File: src/rtl/session_table_with_aging_unit_macros.svh
// assertion macros for the session table
`ifndef SESSION_TABLE_WITH_AGING_UNIT_MACROS_SVH
`define SESSION_TABLE_WITH_AGING_UNIT_MACROS_SVH
`ifndef NO_ASSERTIONS
`define STA_ASSERT(lbl, clk, rstn, prop) \
  lbl: assert property (@(posedge clk) disable iff (!rstn) prop) \
    else $error("session table assertion failed");
`define STA_ASSERT_IMP(lbl, clk, rstn, a, b) \
  lbl: assert property (@(posedge clk) disable iff (!rstn) (a) |-> (b)) \
    else $error("session table implication failed");
`else
`define STA_ASSERT(lbl, clk, rstn, prop)
`define STA_ASSERT_IMP(lbl, clk, rstn, a, b)
`endif
`endif

File: src/rtl/sta_pkg.sv
`default_nettype none
package sta_pkg;

  localparam logic [2:0] FUNC_ADMIT  = 3'd0;
  localparam logic [2:0] FUNC_FORGET = 3'd1;
  localparam logic [2:0] FUNC_FIND   = 3'd2;
  localparam logic [2:0] FUNC_DROP   = 3'd3;
  localparam logic [2:0] FUNC_CLEAR  = 3'd4;

  localparam logic [3:0] ST_LISTED      = 4'd0;
  localparam logic [3:0] ST_REFRESHED   = 4'd1;
  localparam logic [3:0] ST_INVALID     = 4'd2;
  localparam logic [3:0] ST_FULL        = 4'd3;
  localparam logic [3:0] ST_FOUND       = 4'd4;
  localparam logic [3:0] ST_ABSENT      = 4'd5;
  localparam logic [3:0] ST_DROPPED     = 4'd6;
  localparam logic [3:0] ST_NOT_PRESENT = 4'd7;
  localparam logic [3:0] ST_AGED        = 4'd8;
  localparam logic [3:0] ST_CLEARED     = 4'd9;

  localparam logic [0:0] REG_MAX_LISTINGS = 1'd0;
  localparam logic [0:0] REG_FORGET_AFTER = 1'd1;

  localparam logic [6:0]  MAX_LISTINGS_RST = 7'd64;
  localparam logic [31:0] FORGET_AFTER_RST = 32'd30;

  typedef struct packed {
    logic [2:0]  func;
    logic [63:0] session_id;
    logic        advert_ok;
    logic [63:0] advert_word;
    logic [1:0]  via;
    logic [31:0] from_addr;
    logic [15:0] from_port;
    logic        authenticated;
    logic [31:0] now;
  } in_t;

  typedef struct packed {
    logic [3:0]  status;
    logic [6:0]  count;
    logic [1:0]  found_via;
    logic [31:0] found_addr;
    logic [15:0] found_port;
    logic [63:0] found_advert;
    logic        found_auth;
    logic [31:0] found_last_seen;
  } out_t;

  // token walking down the row of cells
  typedef struct packed {
    logic        active;
    logic        hit;
    logic        free_found;
    logic [1:0]  reach;
    logic [31:0] addr;
    logic [15:0] port;
    logic [63:0] payload;
    logic        auth;
    logic [31:0] seen;
  } tok_t;

  typedef enum logic [1:0] {
    S_IDLE,
    S_WALK,
    S_FIN
  } state_e;

endpackage
`default_nettype wire

File: src/rtl/sta_cell.sv
`default_nettype none
module sta_cell import sta_pkg::*; #(
  parameter int ENTRIES = 64,
  parameter int IDX     = 0
) (
  input  wire logic                         clk_i,
  input  wire logic                         rst_ni,
  input  wire in_t                          req_i,
  input  wire logic [31:0]                  oldest_i,
  input  wire tok_t                         tok_i,
  input  wire logic [$clog2(ENTRIES)-1:0]   free_idx_i,
  input  wire logic [$clog2(ENTRIES+1)-1:0] removed_i,
  input  wire logic                         ins_i,
  input  wire logic [$clog2(ENTRIES)-1:0]   ins_idx_i,
  output tok_t                              tok_o,
  output logic [$clog2(ENTRIES)-1:0]        free_idx_o,
  output logic [$clog2(ENTRIES+1)-1:0]      removed_o
);

  localparam int IW = $clog2(ENTRIES);
  localparam int CW = $clog2(ENTRIES+1);
  localparam logic [IW-1:0] MY_IDX = IW'(IDX);

  logic        valid_q, valid_d;
  logic [63:0] sess_q, payload_q;
  logic [1:0]  reach_q;
  logic [31:0] addr_q, seen_q;
  logic [15:0] port_q;
  logic        auth_q;
  tok_t        tok_q, tok_d;
  logic [IW-1:0] free_idx_q, free_idx_d;
  logic [CW-1:0] removed_q, removed_d;

  logic hit, act, aged, my_ins, refresh;

  assign act     = tok_i.active;
  assign hit     = valid_q && (req_i.session_id == sess_q);
  assign aged    = valid_q && (seen_q < oldest_i);
  assign my_ins  = ins_i && (ins_idx_i == MY_IDX);
  assign refresh = act && hit && (req_i.func == FUNC_ADMIT) && req_i.advert_ok;

  always_comb begin
    valid_d = valid_q;
    if (my_ins) begin
      valid_d = 1'b1;
    end else if (act) begin
      if (req_i.func == FUNC_CLEAR) valid_d = 1'b0;
      if (req_i.func == FUNC_FORGET && aged) valid_d = 1'b0;
      if (req_i.func == FUNC_DROP && hit) valid_d = 1'b0;
    end
  end

  always_comb begin
    tok_d      = tok_i;
    free_idx_d = free_idx_i;
    removed_d  = removed_i;
    if (act && hit) begin
      tok_d.hit     = 1'b1;
      tok_d.reach   = reach_q;
      tok_d.addr    = addr_q;
      tok_d.port    = port_q;
      tok_d.payload = payload_q;
      tok_d.auth    = auth_q;
      tok_d.seen    = seen_q;
    end
    if (act && !valid_q && !tok_i.free_found) begin
      tok_d.free_found = 1'b1;
      free_idx_d       = MY_IDX;
    end
    if (act && req_i.func == FUNC_FORGET && aged) begin
      removed_d = removed_i + CW'(1);
    end
  end

  always_ff @(posedge clk_i or negedge rst_ni) begin
    if (!rst_ni) begin
      valid_q <= 1'b0;
      tok_q   <= '0;
    end else begin
      valid_q <= valid_d;
      tok_q   <= tok_d;
    end
  end

  always_ff @(posedge clk_i) begin
    free_idx_q <= free_idx_d;
    removed_q  <= removed_d;
    if (my_ins) begin
      sess_q    <= req_i.session_id;
      payload_q <= req_i.advert_word;
      reach_q   <= req_i.via;
      addr_q    <= req_i.from_addr;
      port_q    <= req_i.from_port;
      auth_q    <= req_i.authenticated;
      seen_q    <= req_i.now;
    end else if (refresh) begin
      payload_q <= req_i.advert_word;
      auth_q    <= req_i.authenticated;
      seen_q    <= req_i.now;
      // nearer or equal reach takes over the source
      if (req_i.via <= reach_q) begin
        reach_q <= req_i.via;
        addr_q  <= req_i.from_addr;
        port_q  <= req_i.from_port;
      end
    end
  end

  assign tok_o      = tok_q;
  assign free_idx_o = free_idx_q;
  assign removed_o  = removed_q;

endmodule
`default_nettype wire

File: config.mk
export PLATFORM = sky130hd
export DESIGN_NAME = sta_cell
export DESIGN_NICKNAME = d
export VERILOG_FILES = /design/src/rtl/session_table_with_aging_unit_macros.svh /design/src/rtl/sta_pkg.sv /design/src/rtl/sta_cell.sv
export SDC_FILE = /design/constraint.sdc
export NUM_CORES = 1
export LEC_CHECK = 0
export BUFFER_PORTS_ARGS = -buffer_cell sky130_fd_sc_hd__buf_2
export CORE_AREA = 2 2 227 229
export CTS_BUF_LIST = sky130_fd_sc_hd__clkbuf_8
export DETAILED_ROUTE_END_ITERATION = 16
export DIE_AREA = 0 0 229 231
export SLEW_MARGIN = 0
export SYNTH_ARGS = -nofsm -noshare
export SYNTH_HDL_FRONTEND = slang
export SYNTH_SLANG_ARGS = --single-unit
File: constraint.sdc
create_clock -name clk_i -period 12.15 [get_ports clk_i]
set_clock_uncertainty 0.15 [all_clocks]
set_input_delay 2.43 -clock clk_i [delete_from_list [all_inputs] [get_ports clk_i]]
set_output_delay 2.43 -clock clk_i [all_outputs]
set_load 0.005 [all_outputs]
## Word-level counts from Yosys, hierarchy flattened

Index checks and enable logic that the tools add are counted.

| word-level totals | value |
|---|---|
| register bits after elaboration | 375 |
| bits of input ports | 419 |
| output and inout bits | 163 |
| logic and storage cells | 72 |

| operators by class | value |
|---|---|
| add/sub/neg operators | 1 |
| order comparisons | 2 |
| eq/ne operators | 4 |
| multiplexer cells | 24 |
| reduce and logical (&&, ||, !) cells | 22 |

Operators by type and width:

| cell | count |
|---|---|
| $mux W32 | 5 |
| $mux W147 | 1 |
| $mux W64 | 2 |
| $eq A64 B64 Y1 | 1 |
| $mux W16 | 3 |
| $lt A32 B32 Y1 | 1 |
| $logic_and A1 B1 Y1 | 12 |
| $mux W1 | 9 |
| $add A7 B1 Y7 const B | 1 |
| $mux W7 | 1 |
| $logic_not A6 Y1 | 1 |
| $mux W2 | 3 |
| $reduce_bool A2 Y1 | 3 |
| $reduce_and A2 Y1 | 2 |
| $reduce_bool A4 Y1 | 1 |
| $eq A3 B1 Y1 const B | 1 |
| $eq A3 B2 Y1 const B | 1 |
| $eq A3 B3 Y1 const B | 1 |
| $logic_not A3 Y1 | 1 |
| $le A2 B2 Y1 | 1 |
| $logic_not A1 Y1 | 2 |

## Depth between registers and ports, before layout

| logic depth | value |
|---|---|
| depth in word-level cells | 7 |
| mapped depth | 9 |
| gate-level depth less buffers | 9 |

## Worst setup path before layout

No wires, ideal clock.

| path | value |
|---|---|
| kind | in2reg |
| start | input req_i[202] (netlist name) |
| end | register auth_q, enable pin |
| setup time | 686 ps |
| data arrival time | 10766 ps |
| data required time | 11314 ps |
| setup slack | 547 ps |
| cell stages on the path | 8 |
| buffers on the path | 2 |
| cell sequence | nor2b_1 -> a2111o_1 -> a2111oi_0 -> and4_1 -> nand4_2 -> buf_6 -> buf_6 -> o21ai_0 |

| between the ends | value |
|---|---|
| cells in the longest elaborated chain, start to end | 6 |

RTL lines:

| what | line | text |
|---|---|---|
| from (decl) | sta_cell.sv:8 | `input wire in_t req_i,` |
| $eq A64 B64 Y1 | sta_cell.sv:37 | `assign hit = valid_q && (req_i.session_id == sess_q);` |
| $logic_and A1 B1 Y1 | sta_cell.sv:37 |  |
| $logic_and A1 B1 Y1 (3 in a row) | sta_cell.sv:40 | `assign refresh = act && hit && (req_i.func == FUNC_ADMIT) && req_i.advert_ok;` |
| $reduce_bool A2 Y1 (no line) | -- |  |
| to (signal assigned) | sta_cell.sv:94 | `auth_q <= req_i.authenticated;` |
| to (signal assigned) | sta_cell.sv:98 | `auth_q <= req_i.authenticated;` |
| to (decl) | sta_cell.sv:29 | `logic auth_q;` |

No other way between the ends.
A chain may end at the register's enable or synchronous reset.

## Final worst setup path

| path | value |
|---|---|
| start | input req_i[188] (netlist name) |
| end | register payload_q[51], enable pin |

| between the ends | value |
|---|---|
| cells in the longest elaborated chain, start to end | 6 |

RTL lines:

| what | line | text |
|---|---|---|
| $eq A64 B64 Y1 | sta_cell.sv:37 |  |
| $logic_and A1 B1 Y1 | sta_cell.sv:37 |  |
| $logic_and A1 B1 Y1 (3 in a row) | sta_cell.sv:40 |  |
| $reduce_bool A2 Y1 (no line) | -- |  |
| to (signal assigned) | sta_cell.sv:90 | `payload_q <= req_i.advert_word;` |
| to (signal assigned) | sta_cell.sv:97 | `payload_q <= req_i.advert_word;` |
| to (decl) | sta_cell.sv:25 | `logic [63:0] sess_q, payload_q;` |

No other way between the ends.

==> metrics.yaml <==
detailed_routing:
  first_pass_iters: 4
  wl_per_cell_um: 19.1
  drt-total-wl_um: 41700
  viasPerCell: 4.23
  m1WireLength_um: 16300
  drt_iter0_markers: 399
  detail-route-antenna-nets: 0
  vias: 9224
  drcViolationCount: 0
  dr.max_layer_used: "met5"
  route.met2.wl_um: 21000
  wl_met3_um: 3650
yosys:
  ys_types: 43
  ys_dominant_reg_cell: "edfxtp_1"
  synth_cells: 803
  syn_avg_cell_area_um2: 17.5
  yosysSeqAreaShare_pct: 73.9
  synth_edf_count: 211
  synth.ff_latch_count: 375
  ys_warn_count: 0
  synthArstFlopShare_pct: 40.3
  netlist_area_um2: 14000
  syn-num-nets: 1256
cells_and_area:
  register_area_um2: 10400
  mostFrequentLayoutCells: "buf_2, edfxtp_1, dfrtp_1, mux2_1, inv_1"
  nFillCells: 4936
  finish.utilization_pct: 37.6
  layout_commonest_cell: "buf_2"
  nets: 1899
  final_cell_area_um2: 19100
  layout-drive-gt1-share_pct: 49.5
  area_growth_syn_to_layout_pct: 35.8
  multi_input_area_um2: 3350
grt:
  grt_max_degree: 71
  overflow: 0
  grt_use_total_pct: 15.6
  grt_pass1_vias: 10000
  antenna_found_initial: 6
  grt_pass1_wl_um: 61300
place:
  place_area_um2: 17800
  gp_routability_congestion: 0.879
  port_buffers: 581
  post-place-ws_ns: 5.51
  dp_hpwl_um: 31600
worst_setup_path:
  path_max_fanout: 59
  cp_data_arrival_time_ns: 5.91
  worstPathCellList: "buf_2, xor2_1, nor4_1, nand4_1, nor4_1, nand4_4, o21ai_4, buf_4, buf_4"
  crit_type: "in2reg"
  start_kind: "input pin"
  cp-end-kind: "register"
  cp_slowest_cell: "buf_4"
  cpPeakStageDelay_ns: 0.73
  crit_required_ns: 12.23
clock_network:
  post-cts-setup-buffers: 0
  cts.repair.resized: 0
  cts.path.max_buffers: 3
  cts.sinks: 375
  htree_levels: 3
  clkTransAtPathRegs_ns: 0.06
  cts_tree: "built"
  ctsHoldBuffers: 0
  cts-root-buf: "clkbuf_8"
  cts_buffers: 67
  clock_latency_ns: 0.62
timing:
  fmax_ghz: 0.172
  final.setup.worst_slack_ns: 6.32
  hold_viol_final: 0
  setup_violations: 0
  max_slew_margin_pct: 32.5
  fin_crit_ns: 5.83
  fin_crit_sh_pct: 48.0
  final.setup.tns_ns: 0
  slew_violations: 0
  grt_setup_unrepaired: "false"
  tightest_slew_ns: 1.01
floorplan:
  initial_core_util_pct: 27.7
  io_pins: 582
  fp.dieH_um: 231
  rows: 83
  core-area_um2: 50700
  dieArea_um2: 52900
  die_w_um: 229
power:
  p_leak_nw: 8.41
  power_density_nw_per_um2: 142
  report.power.total_w: 0.00271
  peakVddDrop_v: 0.000101
run_status:
  outcome: "finished, final reports clean"
flow_run:
  maxCapViolations: 0
worst_hold_path:
  worstHoldPathType: "reg2reg"
## per-stage QoR
step	cells	hold slack (ns)
after floorplan	803	0.282
after global routing	2178	0.312
after CTS	2178	0.305
after detailed placement	2057	0.291
after global placement	2057	0.285
final	2182	0.299
## flip-flops by register name, indices dropped and copies added (netlist names)
register / flops
tok_o: 150
payload_q: 64
sess_q: 64
addr_q: 32
seen_q: 32
port_q: 16
removed_o: 7
free_idx_o: 6
reach_q: 2
auth_q: 1
valid_q: 1
## synthesized netlist by cell type (all sizes together), types with 2 or more instances
cell type / number / area (µm²)
and4: 5 / 43.8
a22o: 3 / 26.3
o211ai: 2 / 15.0
a211oi: 3 / 22.5
xnor2: 29 / 254
inv: 55 / 206
buf: 16 / 135
dfrtp: 151 / 3780
nand2: 11 / 41.3
nor2b: 13 / 81.3
o2111ai: 3 / 26.3
xor2: 20 / 175
nor3: 5 / 25.0
dfxtp: 13 / 260
nor4: 8 / 50.1
nand4: 12 / 81.3
nand3: 7 / 35.0
o2bb2ai: 4 / 35.0
a21oi: 12 / 60.1
mux2: 148 / 1670
edfxtp: 211 / 6340
o31ai: 2 / 15.0
nor2: 3 / 11.3
ha: 34 / 425
o21ai: 7 / 35.0
o22ai: 5 / 31.3
nand2b: 7 / 43.8
nand3b: 2 / 15.0
## cells by family after synthesis
kind of cell	count (synthesis)	synth area share [%]
AOI/OAI and AO/OA	50	2.47
xor gates and xnor gates	49	3.06
adders and majority gates	34	3.03
buffers and inverters	71	2.43
DFF	375	73.9
muxes	148	11.9
and+or+nand+nor	76	3.23
## critical path: cells and delay by family
kind,cells,cell delay (ns)
compound gates,1,0.30
xor+xnor,1,0.14
buf+inv,3,1.35
simple gates,4,1.63
## routing by layer
layer	up-vias	GRT usage (%)
met5	-	0
met4	10	4.87
met2	385	26.4
li1	4247	-
met3	63	6.05
met1	4519	18.1
## where the power goes
part | switching (W) | internal (W)
registers | 0.00000984 | 0.00138
logic | 0.0000826 | 0.0000960
clock network | 0.000536 | 0.000604
## final timing paths
check                                startpoint                       to  slack, ns  cells after the start
setup / recovery                     req_i[188]  payload_q[51]$_DFFE_PP_       6.32                      9
hold / removal             port_q[13]$_DFFE_PP_     tok_o[110]$_DFF_PN0_       0.30                      1
setup reg to reg           sess_q[40]$_DFFE_PP_  payload_q[51]$_DFFE_PP_       7.85                      8
hold reg to reg            port_q[13]$_DFFE_PP_     tok_o[110]$_DFF_PN0_       0.30                      1
max in group asynchronous                rst_ni     tok_o[149]$_DFF_PN0_       9.06                      2
min in group asynchronous                rst_ni       tok_o[8]$_DFF_PN0_       1.56                      1
## final cells by class
class	count	area share (%)
multi-input combinational	357	17.6
clock inverter	51	1.70
antenna	4	0.0525
sequential	375	54.4
inverter	55	1.08
clock buffer	70	5.05
timing repair buffer	590	15.6
tap	680	4.46
No activity file was read; power rests on OpenSTA's default activity.
